<file path="src/sv/cotr_pkg.sv">
// shared types, constants and sizing for the clock offset / trimmed rtt estimator
// no dependencies; every other file of the block refers to this package by scoped names
`default_nettype none

package cotr_pkg;

    // window of rtt samples: the current one plus the ring of earlier ones
    localparam int WINDOW_SIZE = 10;
    localparam int RING_DEPTH  = WINDOW_SIZE - 1;
    localparam int TRIM_COUNT  = WINDOW_SIZE - 2;

    localparam int TIME_W   = 40;
    localparam int OFFSET_W = TIME_W + 1;
    localparam int RTT_W    = 24;
    localparam logic [RTT_W-1:0] RTT_MAX = {RTT_W{1'b1}};

    localparam int SLOT_W = (RING_DEPTH > 1) ? $clog2(RING_DEPTH) : 1;
    localparam int CNT_W  = $clog2(RING_DEPTH + 1);

    // sum of a full window
    localparam int SUM_W = RTT_W + $clog2(WINDOW_SIZE);

    // trimmed mean by reciprocal: floor(x / d) = (x * ceil(2^s / d)) >> s
    // with s = SUM_W + clog2(d), exact for every SUM_W-bit x
    localparam int DIV_SHIFT = SUM_W + $clog2(TRIM_COUNT);
    localparam int RECIP_W   = SUM_W + 1;
    localparam int PROD_W    = SUM_W + RECIP_W;
    localparam logic [RECIP_W-1:0] RECIP =
        RECIP_W'(((64'd1 << DIV_SHIFT) + 64'(TRIM_COUNT) - 64'd1) / 64'(TRIM_COUNT));

    // min / max / sum reduction tree over the window
    localparam int TREE_LEVELS = $clog2(WINDOW_SIZE);
    localparam int TREE_NODES  = 1 << TREE_LEVELS;

    // registers between request acceptance and response
    localparam int PIPE_DEPTH = 5;

    typedef struct packed {
        logic [TIME_W-1:0] client_send_time;
        logic [TIME_W-1:0] server_reply_time;
        logic [TIME_W-1:0] arrival_time;
    } req_t;

    typedef struct packed {
        logic signed [OFFSET_W-1:0] clock_offset;
        logic [RTT_W-1:0]           used_rtt;
        logic                       window_full;
    } rsp_t;

    // window statistics handed from the ring stage to the trim stage
    typedef struct packed {
        logic [SUM_W-1:0] sum;
        logic [RTT_W-1:0] lo;
        logic [RTT_W-1:0] hi;
        logic             full;
    } stats_t;

endpackage

`default_nettype wire

</file>
<file path="src/sv/clock_offset_trimmed_rtt.sv">
// clock offset estimator with trimmed-mean round-trip time, top level
// depends on cotr_pkg, cotr_rtt_form, cotr_window, cotr_trim, cotr_offset
//
// Each request beat is one time-sync reply (client send, server reply and
// local arrival tick counts); each produces exactly one response beat with
// the clock offset (server - client - used_rtt/2, modulo 2^41), the rtt that
// was used and a flag for a full window. The rtt is arrival - send, clamped
// to 0..2^24-1. The first nine replies use their raw rtt; from the tenth on,
// the rtt is the mean of the current and the nine previous rtts with one
// minimum and one maximum dropped, rounded down. The block is a five-register
// pipeline (input, rtt, window statistics, trimmed mean, response) and takes
// one request per cycle unless stalled; a request passes them in order.
// The rtt ring is read and written in the statistics stage, one item per cycle
// as that stage advances, so back-to-back replies always see every earlier
// sample. Each stage moves on when the one after it is empty or moving, so
// bubbles are absorbed while a response waits under stall. req_stall therefore
// follows rsp_stall through the pipeline. No clearing pass after reset: the
// fill count alone decides when the window is full.
`default_nettype none

module clock_offset_trimmed_rtt (
    input  wire                   clk,
    input  wire                   rst_n,
    input  wire                   req_valid,
    output logic                  req_stall,
    input  wire cotr_pkg::req_t   req,
    output logic                  rsp_valid,
    input  wire                   rsp_stall,
    output cotr_pkg::rsp_t        rsp
);

    localparam int OffW = cotr_pkg::OFFSET_W;
    localparam int RttW = cotr_pkg::RTT_W;

    // stage valids
    logic s1_valid_reg;
    logic s2_valid_reg;
    logic s3_valid_reg;
    logic s4_valid_reg;
    logic rsp_valid_reg;

    // stage payloads
    cotr_pkg::req_t   s1_req_reg;
    logic [OffW-1:0]  s2_diff_reg;
    logic [RttW-1:0]  s2_rtt_reg;
    logic [OffW-1:0]  s3_diff_reg;
    logic [RttW-1:0]  s3_rtt_reg;
    cotr_pkg::stats_t s3_stats_reg;
    logic [OffW-1:0]  s4_diff_reg;
    logic [RttW-1:0]  s4_rtt_reg;
    logic [RttW-1:0]  s4_mean_reg;
    logic             s4_full_reg;
    cotr_pkg::rsp_t   rsp_reg;

    // combinational results
    logic [OffW-1:0]  diff_next;
    logic [RttW-1:0]  rtt_next;
    cotr_pkg::stats_t stats_next;
    logic [RttW-1:0]  mean_next;
    cotr_pkg::rsp_t   rsp_next;

    // a stage may load when it is empty or its contents move on
    logic out_free;
    logic s4_free;
    logic s3_free;
    logic s2_free;
    logic s1_free;

    assign out_free = !rsp_valid_reg || !rsp_stall;
    assign s4_free  = !s4_valid_reg || out_free;
    assign s3_free  = !s3_valid_reg || s4_free;
    assign s2_free  = !s2_valid_reg || s3_free;
    assign s1_free  = !s1_valid_reg || s2_free;

    assign req_stall = !s1_free;
    assign rsp_valid = rsp_valid_reg;
    assign rsp       = rsp_reg;

    always_ff @(posedge clk or negedge rst_n)
    begin
        if (!rst_n)
        begin
            s1_valid_reg  <= 1'b0;
            s2_valid_reg  <= 1'b0;
            s3_valid_reg  <= 1'b0;
            s4_valid_reg  <= 1'b0;
            rsp_valid_reg <= 1'b0;
        end
        else
        begin
            if (s1_free)
            begin
                s1_valid_reg <= req_valid;
            end
            if (s2_free)
            begin
                s2_valid_reg <= s1_valid_reg;
            end
            if (s3_free)
            begin
                s3_valid_reg <= s2_valid_reg;
            end
            if (s4_free)
            begin
                s4_valid_reg <= s3_valid_reg;
            end
            if (out_free)
            begin
                rsp_valid_reg <= s4_valid_reg;
            end
        end
    end

    always_ff @(posedge clk)
    begin
        if (s1_free && req_valid)
        begin
            s1_req_reg <= req;
        end
        if (s2_free && s1_valid_reg)
        begin
            s2_diff_reg <= diff_next;
            s2_rtt_reg  <= rtt_next;
        end
        if (s3_free && s2_valid_reg)
        begin
            s3_diff_reg  <= s2_diff_reg;
            s3_rtt_reg   <= s2_rtt_reg;
            s3_stats_reg <= stats_next;
        end
        if (s4_free && s3_valid_reg)
        begin
            s4_diff_reg <= s3_diff_reg;
            s4_rtt_reg  <= s3_rtt_reg;
            s4_mean_reg <= mean_next;
            s4_full_reg <= s3_stats_reg.full;
        end
        if (out_free && s4_valid_reg)
        begin
            rsp_reg <= rsp_next;
        end
    end

    // stage 1: rtt and server - client
    cotr_rtt_form u_rtt_form (
        .req  (s1_req_reg),
        .diff (diff_next),
        .rtt  (rtt_next)
    );

    // stage 2: ring update as the beat leaves, statistics over the window
    cotr_window u_window (
        .clk     (clk),
        .rst_n   (rst_n),
        .advance (s2_valid_reg && s3_free),
        .rtt     (s2_rtt_reg),
        .stats   (stats_next)
    );

    // stage 3: trimmed mean
    cotr_trim u_trim (
        .stats (s3_stats_reg),
        .mean  (mean_next)
    );

    // stage 4: used rtt and offset
    cotr_offset u_offset (
        .diff (s4_diff_reg),
        .rtt  (s4_rtt_reg),
        .mean (s4_mean_reg),
        .full (s4_full_reg),
        .rsp  (rsp_next)
    );

endmodule

`default_nettype wire

</file>
<file path="src/sv/cotr_rtt_form.sv">
// round-trip time and raw server-minus-client difference of one reply
// depends on cotr_pkg
`default_nettype none

module cotr_rtt_form (
    input  wire cotr_pkg::req_t                     req,
    output logic [cotr_pkg::OFFSET_W-1:0]           diff,
    output logic [cotr_pkg::RTT_W-1:0]              rtt
);

    localparam int OffW  = cotr_pkg::OFFSET_W;
    localparam int TimeW = cotr_pkg::TIME_W;
    localparam int RttW  = cotr_pkg::RTT_W;

    logic [OffW-1:0] span;

    always_comb
    begin
        diff = {1'b0, req.server_reply_time} - {1'b0, req.client_send_time};
        span = {1'b0, req.arrival_time} - {1'b0, req.client_send_time};
        if (span[OffW-1])
        begin
            // arrival before send
            rtt = '0;
        end
        else if (span[TimeW-1:RttW] != '0)
        begin
            rtt = cotr_pkg::RTT_MAX;
        end
        else
        begin
            rtt = span[RttW-1:0];
        end
    end

endmodule

`default_nettype wire

</file>
<file path="src/sv/cotr_window.sv">
// rtt ring, fill count and oldest pointer, plus min / max / sum tree over the window
// depends on cotr_pkg
`default_nettype none

module cotr_window (
    input  wire                              clk,
    input  wire                              rst_n,
    input  wire                              advance,
    input  wire [cotr_pkg::RTT_W-1:0]        rtt,
    output cotr_pkg::stats_t                 stats
);

    localparam int RttW   = cotr_pkg::RTT_W;
    localparam int SumW   = cotr_pkg::SUM_W;
    localparam int Depth  = cotr_pkg::RING_DEPTH;
    localparam int SlotW  = cotr_pkg::SLOT_W;
    localparam int CntW   = cotr_pkg::CNT_W;
    localparam int Levels = cotr_pkg::TREE_LEVELS;
    localparam int Nodes  = cotr_pkg::TREE_NODES;

    logic [RttW-1:0]  ring_reg [Depth];
    logic [CntW-1:0]  count_reg;
    logic [CntW-1:0]  count_next;
    logic [SlotW-1:0] oldest_reg;
    logic [SlotW-1:0] oldest_next;
    logic [SlotW-1:0] wr_slot;
    logic             full;

    logic [RttW-1:0] mn [Levels+1][Nodes];
    logic [RttW-1:0] mx [Levels+1][Nodes];
    logic [SumW-1:0] sm [Levels+1][Nodes];

    assign full = (count_reg == CntW'(Depth));

    always_comb
    begin
        if (full)
        begin
            wr_slot     = oldest_reg;
            count_next  = count_reg;
            oldest_next = (oldest_reg == SlotW'(Depth - 1)) ? '0 : oldest_reg + 1'b1;
        end
        else
        begin
            wr_slot     = count_reg[SlotW-1:0];
            count_next  = count_reg + 1'b1;
            oldest_next = '0;
        end
    end

    always_ff @(posedge clk or negedge rst_n)
    begin
        if (!rst_n)
        begin
            count_reg  <= '0;
            oldest_reg <= '0;
        end
        else if (advance)
        begin
            count_reg  <= count_next;
            oldest_reg <= oldest_next;
        end
    end

    // ring payload, no reset: used only once every entry has been written
    always_ff @(posedge clk)
    begin
        for (int i = 0; i < Depth; i++)
        begin
            if (advance && wr_slot == SlotW'(i))
            begin
                ring_reg[i] <= rtt;
            end
        end
    end

    // pairwise reduction; unused leaves are neutral for min, max and sum
    always_comb
    begin
        for (int n = 0; n < Nodes; n++)
        begin
            if (n == 0)
            begin
                mn[0][n] = rtt;
                mx[0][n] = rtt;
                sm[0][n] = SumW'(rtt);
            end
            else if (n <= Depth)
            begin
                mn[0][n] = ring_reg[n-1];
                mx[0][n] = ring_reg[n-1];
                sm[0][n] = SumW'(ring_reg[n-1]);
            end
            else
            begin
                mn[0][n] = cotr_pkg::RTT_MAX;
                mx[0][n] = '0;
                sm[0][n] = '0;
            end
        end
        for (int l = 1; l <= Levels; l++)
        begin
            for (int n = 0; n < Nodes; n++)
            begin
                if (n < (Nodes >> l))
                begin
                    mn[l][n] = (mn[l-1][2*n+1] < mn[l-1][2*n]) ? mn[l-1][2*n+1] : mn[l-1][2*n];
                    mx[l][n] = (mx[l-1][2*n+1] > mx[l-1][2*n]) ? mx[l-1][2*n+1] : mx[l-1][2*n];
                    sm[l][n] = sm[l-1][2*n] + sm[l-1][2*n+1];
                end
                else
                begin
                    mn[l][n] = cotr_pkg::RTT_MAX;
                    mx[l][n] = '0;
                    sm[l][n] = '0;
                end
            end
        end
    end

    assign stats.sum  = sm[Levels][0];
    assign stats.lo   = mn[Levels][0];
    assign stats.hi   = mx[Levels][0];
    assign stats.full = full;

endmodule

`default_nettype wire

</file>
<file path="src/sv/cotr_trim.sv">
// trimmed mean: window sum less min and max, divided by the trimmed count
// depends on cotr_pkg; division is a multiply by a constant reciprocal
`default_nettype none

module cotr_trim (
    input  wire cotr_pkg::stats_t              stats,
    output logic [cotr_pkg::RTT_W-1:0]         mean
);

    localparam int RttW  = cotr_pkg::RTT_W;
    localparam int SumW  = cotr_pkg::SUM_W;
    localparam int ProdW = cotr_pkg::PROD_W;

    logic [SumW-1:0]  trimmed;
    logic [ProdW-1:0] product;

    always_comb
    begin
        trimmed = stats.sum - SumW'(stats.lo) - SumW'(stats.hi);
        product = ProdW'(trimmed) * ProdW'(cotr_pkg::RECIP);
        mean    = product[cotr_pkg::DIV_SHIFT +: RttW];
    end

endmodule

`default_nettype wire

</file>
<file path="src/sv/cotr_offset.sv">
// picks the used rtt and forms the clock offset of one response beat
// depends on cotr_pkg
`default_nettype none

module cotr_offset (
    input  wire [cotr_pkg::OFFSET_W-1:0]  diff,
    input  wire [cotr_pkg::RTT_W-1:0]     rtt,
    input  wire [cotr_pkg::RTT_W-1:0]     mean,
    input  wire                           full,
    output cotr_pkg::rsp_t                rsp
);

    localparam int OffW = cotr_pkg::OFFSET_W;
    localparam int RttW = cotr_pkg::RTT_W;

    logic [RttW-1:0] used;
    logic [OffW-1:0] offset;

    always_comb
    begin
        used   = full ? mean : rtt;
        // wraps modulo 2^41
        offset = diff - OffW'(used >> 1);
        rsp.clock_offset = offset;
        rsp.used_rtt     = used;
        rsp.window_full  = full;
    end

endmodule

`default_nettype wire

</file>
<file path="config.mk">
export PLATFORM = sky130hd
export DESIGN_NAME = clock_offset_trimmed_rtt
export DESIGN_NICKNAME = d
export VERILOG_FILES = /design/src/sv/cotr_pkg.sv /design/src/sv/clock_offset_trimmed_rtt.sv /design/src/sv/cotr_rtt_form.sv /design/src/sv/cotr_window.sv /design/src/sv/cotr_trim.sv /design/src/sv/cotr_offset.sv
export SDC_FILE = /design/constraint.sdc
export NUM_CORES = 2
export LEC_CHECK = 0
export BUFFER_PORTS_ARGS = -buffer_cell sky130_fd_sc_hd__buf_2
export CORE_ASPECT_RATIO = 0.7
export CORE_UTILIZATION = 45
export CTS_BUF_LIST = sky130_fd_sc_hd__clkbuf_4
export DETAILED_ROUTE_END_ITERATION = 7
export SYNTH_ARGS = -nofsm -noshare
export SYNTH_HDL_FRONTEND = slang
export SYNTH_SLANG_ARGS = --single-unit
export TNS_END_PERCENT = 20
</file>
<file path="constraint.sdc">
create_clock -name clk -period 13.9 [get_ports clk]
set_clock_uncertainty 0.15 [all_clocks]
set_input_delay 0 -clock clk [delete_from_list [all_inputs] [get_ports clk]]
set_output_delay 0 -clock clk [all_outputs]
set_load 0.02 [all_outputs]
</file>
Word level (Yosys, flattened, before mapping)
Memories as Yosys holds them, arrays and structs flattened. Cells that the tools add are included.

Bits of input ports: 124. Flip-flop bits (word level): 495. Output and inout port bits: 68. Memories kept: 1. Memory bits (writable): 216.

Reduce and logical (&&, ||, !) cells: 37. $lt $le $gt $ge: 22. Multiplexer cells: 69. Bitwise operators: 1. Equality and inequality tests: 10. $add $sub $neg: 16.

Memories: u_window.ring_reg (words 9, bits a word 24, rd ports 9, clocked after memory_dff 0, wr ports 1, line cotr_window.sv:21) `logic [RttW-1:0] ring_reg [Depth];`.

Operator list (number): $mux 24 (32); $gt 24x24->1 (9); $lt 24x24->1 (9); $reduce_or 24->1 (8); $add 24x24->25 (5); $sub 40x40->41 (2); $sub 27x24->27 (2); $add 25x25->26 (2); $gt 1x24->1 const A (2); $lt 24x24->1 const A (2); $mux 4 (11); $sub 41x23->41 (1); $add 27x25->27 (1); $add 27x27->27 (1); $mux 1 (26); $eq 4x3->1 const B (4); $reduce_bool 16->1 (1); $logic_and 1x1->1 (14); $eq 4x4->1 const B (3); $add 4x1->4 const B (2); $eq 4x2->1 const B (2); $logic_not 1->1 (7); $logic_or 1x1->1 (5); $eq 4x1->1 const B (1); 3 further kinds (3).

Depth between registers and ports, before layout
Depth after elaboration: 17. Depth in mapped cells: 55.

Cells and area by module
Synthesis repeated with hierarchy kept, for this count alone.

Cells, all modules: 4313. Area, all modules: 49422.4 um^2.

By module, submodules not included: cotr_window (cells each 2620, instances 1, area an instance 26191.4 um^2); clock_offset_trimmed_rtt (cells each 503, instances 1, area an instance 14734.1 um^2); cotr_rtt_form (cells each 650, instances 1, area an instance 4480.5 um^2); cotr_offset (cells each 287, instances 1, area an instance 2087.0 um^2); cotr_trim (cells each 253, instances 1, area an instance 1929.4 um^2).

Worst setup path before layout
No wires, ideal clock.

Kind: register -> register. From: register s2_rtt_reg[6]. To: register s3_stats_reg[22] (netlist bit) (data pin). Path slack: 3.867 ns. Arrival: 9.625 ns. Cell stages (with the launch flop): 54. Required time: 13.492 ns. Path through: edfxtp_1 > inv_1 > ha_1 > a21o_1 > a21o_1 > a221o_1 > nor4_4 > a31o_1 > buf_6 > clkbuf_1 > mux2i_1 > ha_1 > a21o_1 > a21o_1 > a21oi_1 > o21ai_1 > a31o_2 > a2111oi_0 > [... 18 more ...] > or2_1 > buf_4 > mux2i_1 > ha_1 > nor2b_1 > o21a_1 > o21ai_0 > nand2b_1 > a21oi_1 > nor2b_1 > o21a_1 > o21ai_0 > nand2b_1 > a31oi_1 > a21oi_1 > a211o_1 > buf_2 > o221a_2.

RTL lines: start: declaration (line clock_offset_trimmed_rtt.sv:45) `logic [RttW-1:0] s2_rtt_reg;`; start signal: assignment (line clock_offset_trimmed_rtt.sv:123) `s2_rtt_reg <= rtt_next;`; end signal: assignment (line clock_offset_trimmed_rtt.sv:129) `s3_stats_reg <= stats_next;`; end: declaration (line clock_offset_trimmed_rtt.sv:48) `cotr_pkg::stats_t s3_stats_reg;`.

==> summary.txt <==
Final layout
  – Fillers: 8,932
  – Share of cells above drive strength 1: 0.134
  – Max FFs per register: 216
  – Synth-to-Final Area Change: 18.9%
  – # nets final: 5,637

Clock network
  – Number of buffers created by CTS: 180
  – TritonCTS clock tree: built
  – Max clock buf depth: 3
  – Clock sink count: 711
  – Htree depth: 4
  – Worst-Skew Late Latency: 1.16 ns
  – Clock transition at path regs: 0.07 ns
  – Root buffer cell: clkbuf_4

Setup path
  – CP startpoint kind: flip-flop
  – Crit path required time: 14.68 ns
  – Largest stage delay, worst path: 0.56 ns
  – Slowest-stage cell, CP: nor4_2
  – Kind of critical path: flip-flop to flip-flop
  – Nature of the critical path endpoint: flip-flop
  – Crit path max fanout: 23
  – Arr. time, crit path: 14.00 ns

Placement
  – Buffers on Ports: 191
  – DP Wirelength: 108,000 um
  – Placer Congestion: 0.953

STA
  – Slew Limit Headroom: 0.206
  – Max Transition Viols Final: 0
  – RSZ-0062 raised after global routing: false
  – Worst Tran Pin Value: 1.18 ns
  – Fmax achieved: 75.6 MHz
  – Final setup fails: 0
  – Final hold violations: 0
  – Final min period: 13.23 ns
  – Final worst-path cycle share: 0.952
  – Setup TNS Final: 0 ns

Logic synthesis
  – Prevailing post-synth register cell: edfxtp_1
  – Mapped Area: 48,000 um^2
  – Asr flop ratio synth: 0.0183
  – Sequential share of the synthesized area: 0.444
  – Post-synth top area cell: edfxtp_1
  – Post-synth top cells: 698 x edfxtp_1, 515 x ha_1, 458 x inv_1, 312 x mux2i_1, 279 x a21oi_1
  – Synth warnings: 0
  – Post-Syn Area per Cell: 11.8 um^2
  – Register bit total from synthesis: 711
  – Synth Net Count: 4,894
  – Most common cell in the netlist: edfxtp_1
  – Syn Inst Count: 4,084
  – Synth area leaders: edfxtp_1 44%, ha_1 13%, fa_1 7.1%, mux2i_1 6.5%, inv_1 3.6%
  – Area fraction of the dominant cell type after synthesis: 0.437
  – Number of flops mapped to enable cells by yosys: 698
  – Distinct cells, synth: 86

GRT
  – Initial antenna violation count: 4
  – GRT overflow: 0
  – Vias in the first global route: 34,400
  – First-pass GRT wire length: 213,000 um
  – Tot GR Track Use: 0.266
  – Largest net degree at the start of global routing: 65

Drt
  – Final ANT Viol Nets: 0
  – DR vias: 35,000
  – 1st-iter DRT viols: 3,135
  – DRC Markers: 0
  – Final WL: 143,000 um
  – Vias/cell: 5.48
  – DR WL/cell: 22.4 um
  – Drt pass-1 iters: 6

Die
  – Row count: 99
  – Die area: 108,000 um^2
  – Number of I/O pins: 192
  – Die Span X: 392 um
  – Die Y-Extent: 275 um
  – Area of the core: 105,000 um^2
  – Initial Utilization: 0.457

Outcome
  – Status: complete, no violations

Flow run
  – Max_cap viols: 0

Min path
  – Hold WC Path Type: flip-flop to flip-flop
[cell families after synthesis]
logic type	Yosys count	synth area share
flops	711	0.444
mux	362	0.0817
fa+ha+maj	688	0.206
simple gates	806	0.0830
xor+xnor	178	0.0325
buf+inv	534	0.0438
compound gates	805	0.109
[routing by layer]
layer / up-vias / wire length, um / global-route usage
li1: 16500 / - / -
met5: - / 0 / 0
met1: 17000 / 68400 / 0.398
met3: 202 / 11200 / 0.0544
met4: 0 / 3500 / 0.0847
met2: 1238 / 59600 / 0.382
[stage by stage]
step | setup WS [ns] | cells | hold slack [ns] | utilization | instance area (um^2)
floorplan | 3.87 | 4084 | -0.446 | - | 48000
global placement | 0.117 | 5690 | -0.228 | 0.486 | 51000
detailed placement | 0.0203 | 5690 | -0.234 | 0.486 | 51000
CTS | 0.316 | 6371 | 0.213 | 0.543 | 57000
global route | 0.00393 | 6378 | 0.228 | 0.544 | 57100
finish | 0.673 | 6380 | 0.239 | 0.544 | 57100
[cells in the final DEF, fill, tap and decap left out, types with 56 or more instances in the layout]
master / count
dlygate4sd3_1: 369
nor3_1: 66
nand3_1: 68
buf_4: 75
a21oi_1: 278
nand2b_1: 66
nand2_1: 140
inv_1: 458
clkbuf_4: 265
buf_2: 191
edfxtp_1: 698
xnor2_1: 129
ha_1: 515
mux2i_1: 312
fa_1: 171
o21a_1: 74
nor2_1: 237
a21o_1: 123
nand4_1: 56
o21ai_0: 122
[layout make-up]
class | instances | area [um^2] | area share
Antenna cell | 9 | 22.5 | 0.000395
Clock buffer | 265 | 1990 | 0.0349
Clock inverter | 47 | 295 | 0.00517
Inverter | 459 | 1730 | 0.0303
Multi-Input combinational cell | 2839 | 24700 | 0.434
Sequential cell | 711 | 21300 | 0.373
Tap cell | 1414 | 1770 | 0.0310
Timing Repair Buffer | 636 | 5230 | 0.0917
[repair_timing]
action / CTS / global route
hold endpoints to repair: 427 / 0
setup endpoints to repair: 11 / 24
buffers inserted: 0 / 0
resized for setup: 1 / 5
hold buffers: 369 / 0
[worst max-delay path, delay by kind of cell, from the launching register on]
family | cells | cell delay, ns
AND/OR/NAND/NOR | 10 | 3.10
multiplexers | 3 | 0.72
adder cells (fa/ha/maj) | 4 | 1.23
AO/OA/AOI/OAI | 22 | 5.69
flip-flops | 1 | 0.53
buffers and inverters | 6 | 1.57
[final timing paths]
kind	startpoint	end	slack [ns]	depth (start not counted)
max	u_window.ring_reg[0][167]$_DFFE_PP_	s3_stats_reg[3]$_DFFE_PP_	0.67	45
min	s3_rtt_reg[10]$_DFFE_PP_	s4_rtt_reg[10]$_DFFE_PP_	0.24	0
max reg2reg	u_window.ring_reg[0][167]$_DFFE_PP_	s3_stats_reg[3]$_DFFE_PP_	0.67	45
min reg2reg	s3_rtt_reg[10]$_DFFE_PP_	s4_rtt_reg[10]$_DFFE_PP_	0.24	0
max in group asynchronous	rst_n	u_window.count_reg[3]$_DFFE_PN0P_	12.76	4
min in group asynchronous	rst_n	u_window.oldest_reg[3]$_DFFE_PN0P_	0.38	4
Power is left out: the tool's default activity adds up to more than one toggle a clock period on the data nets, which glitch-free logic cannot reach.
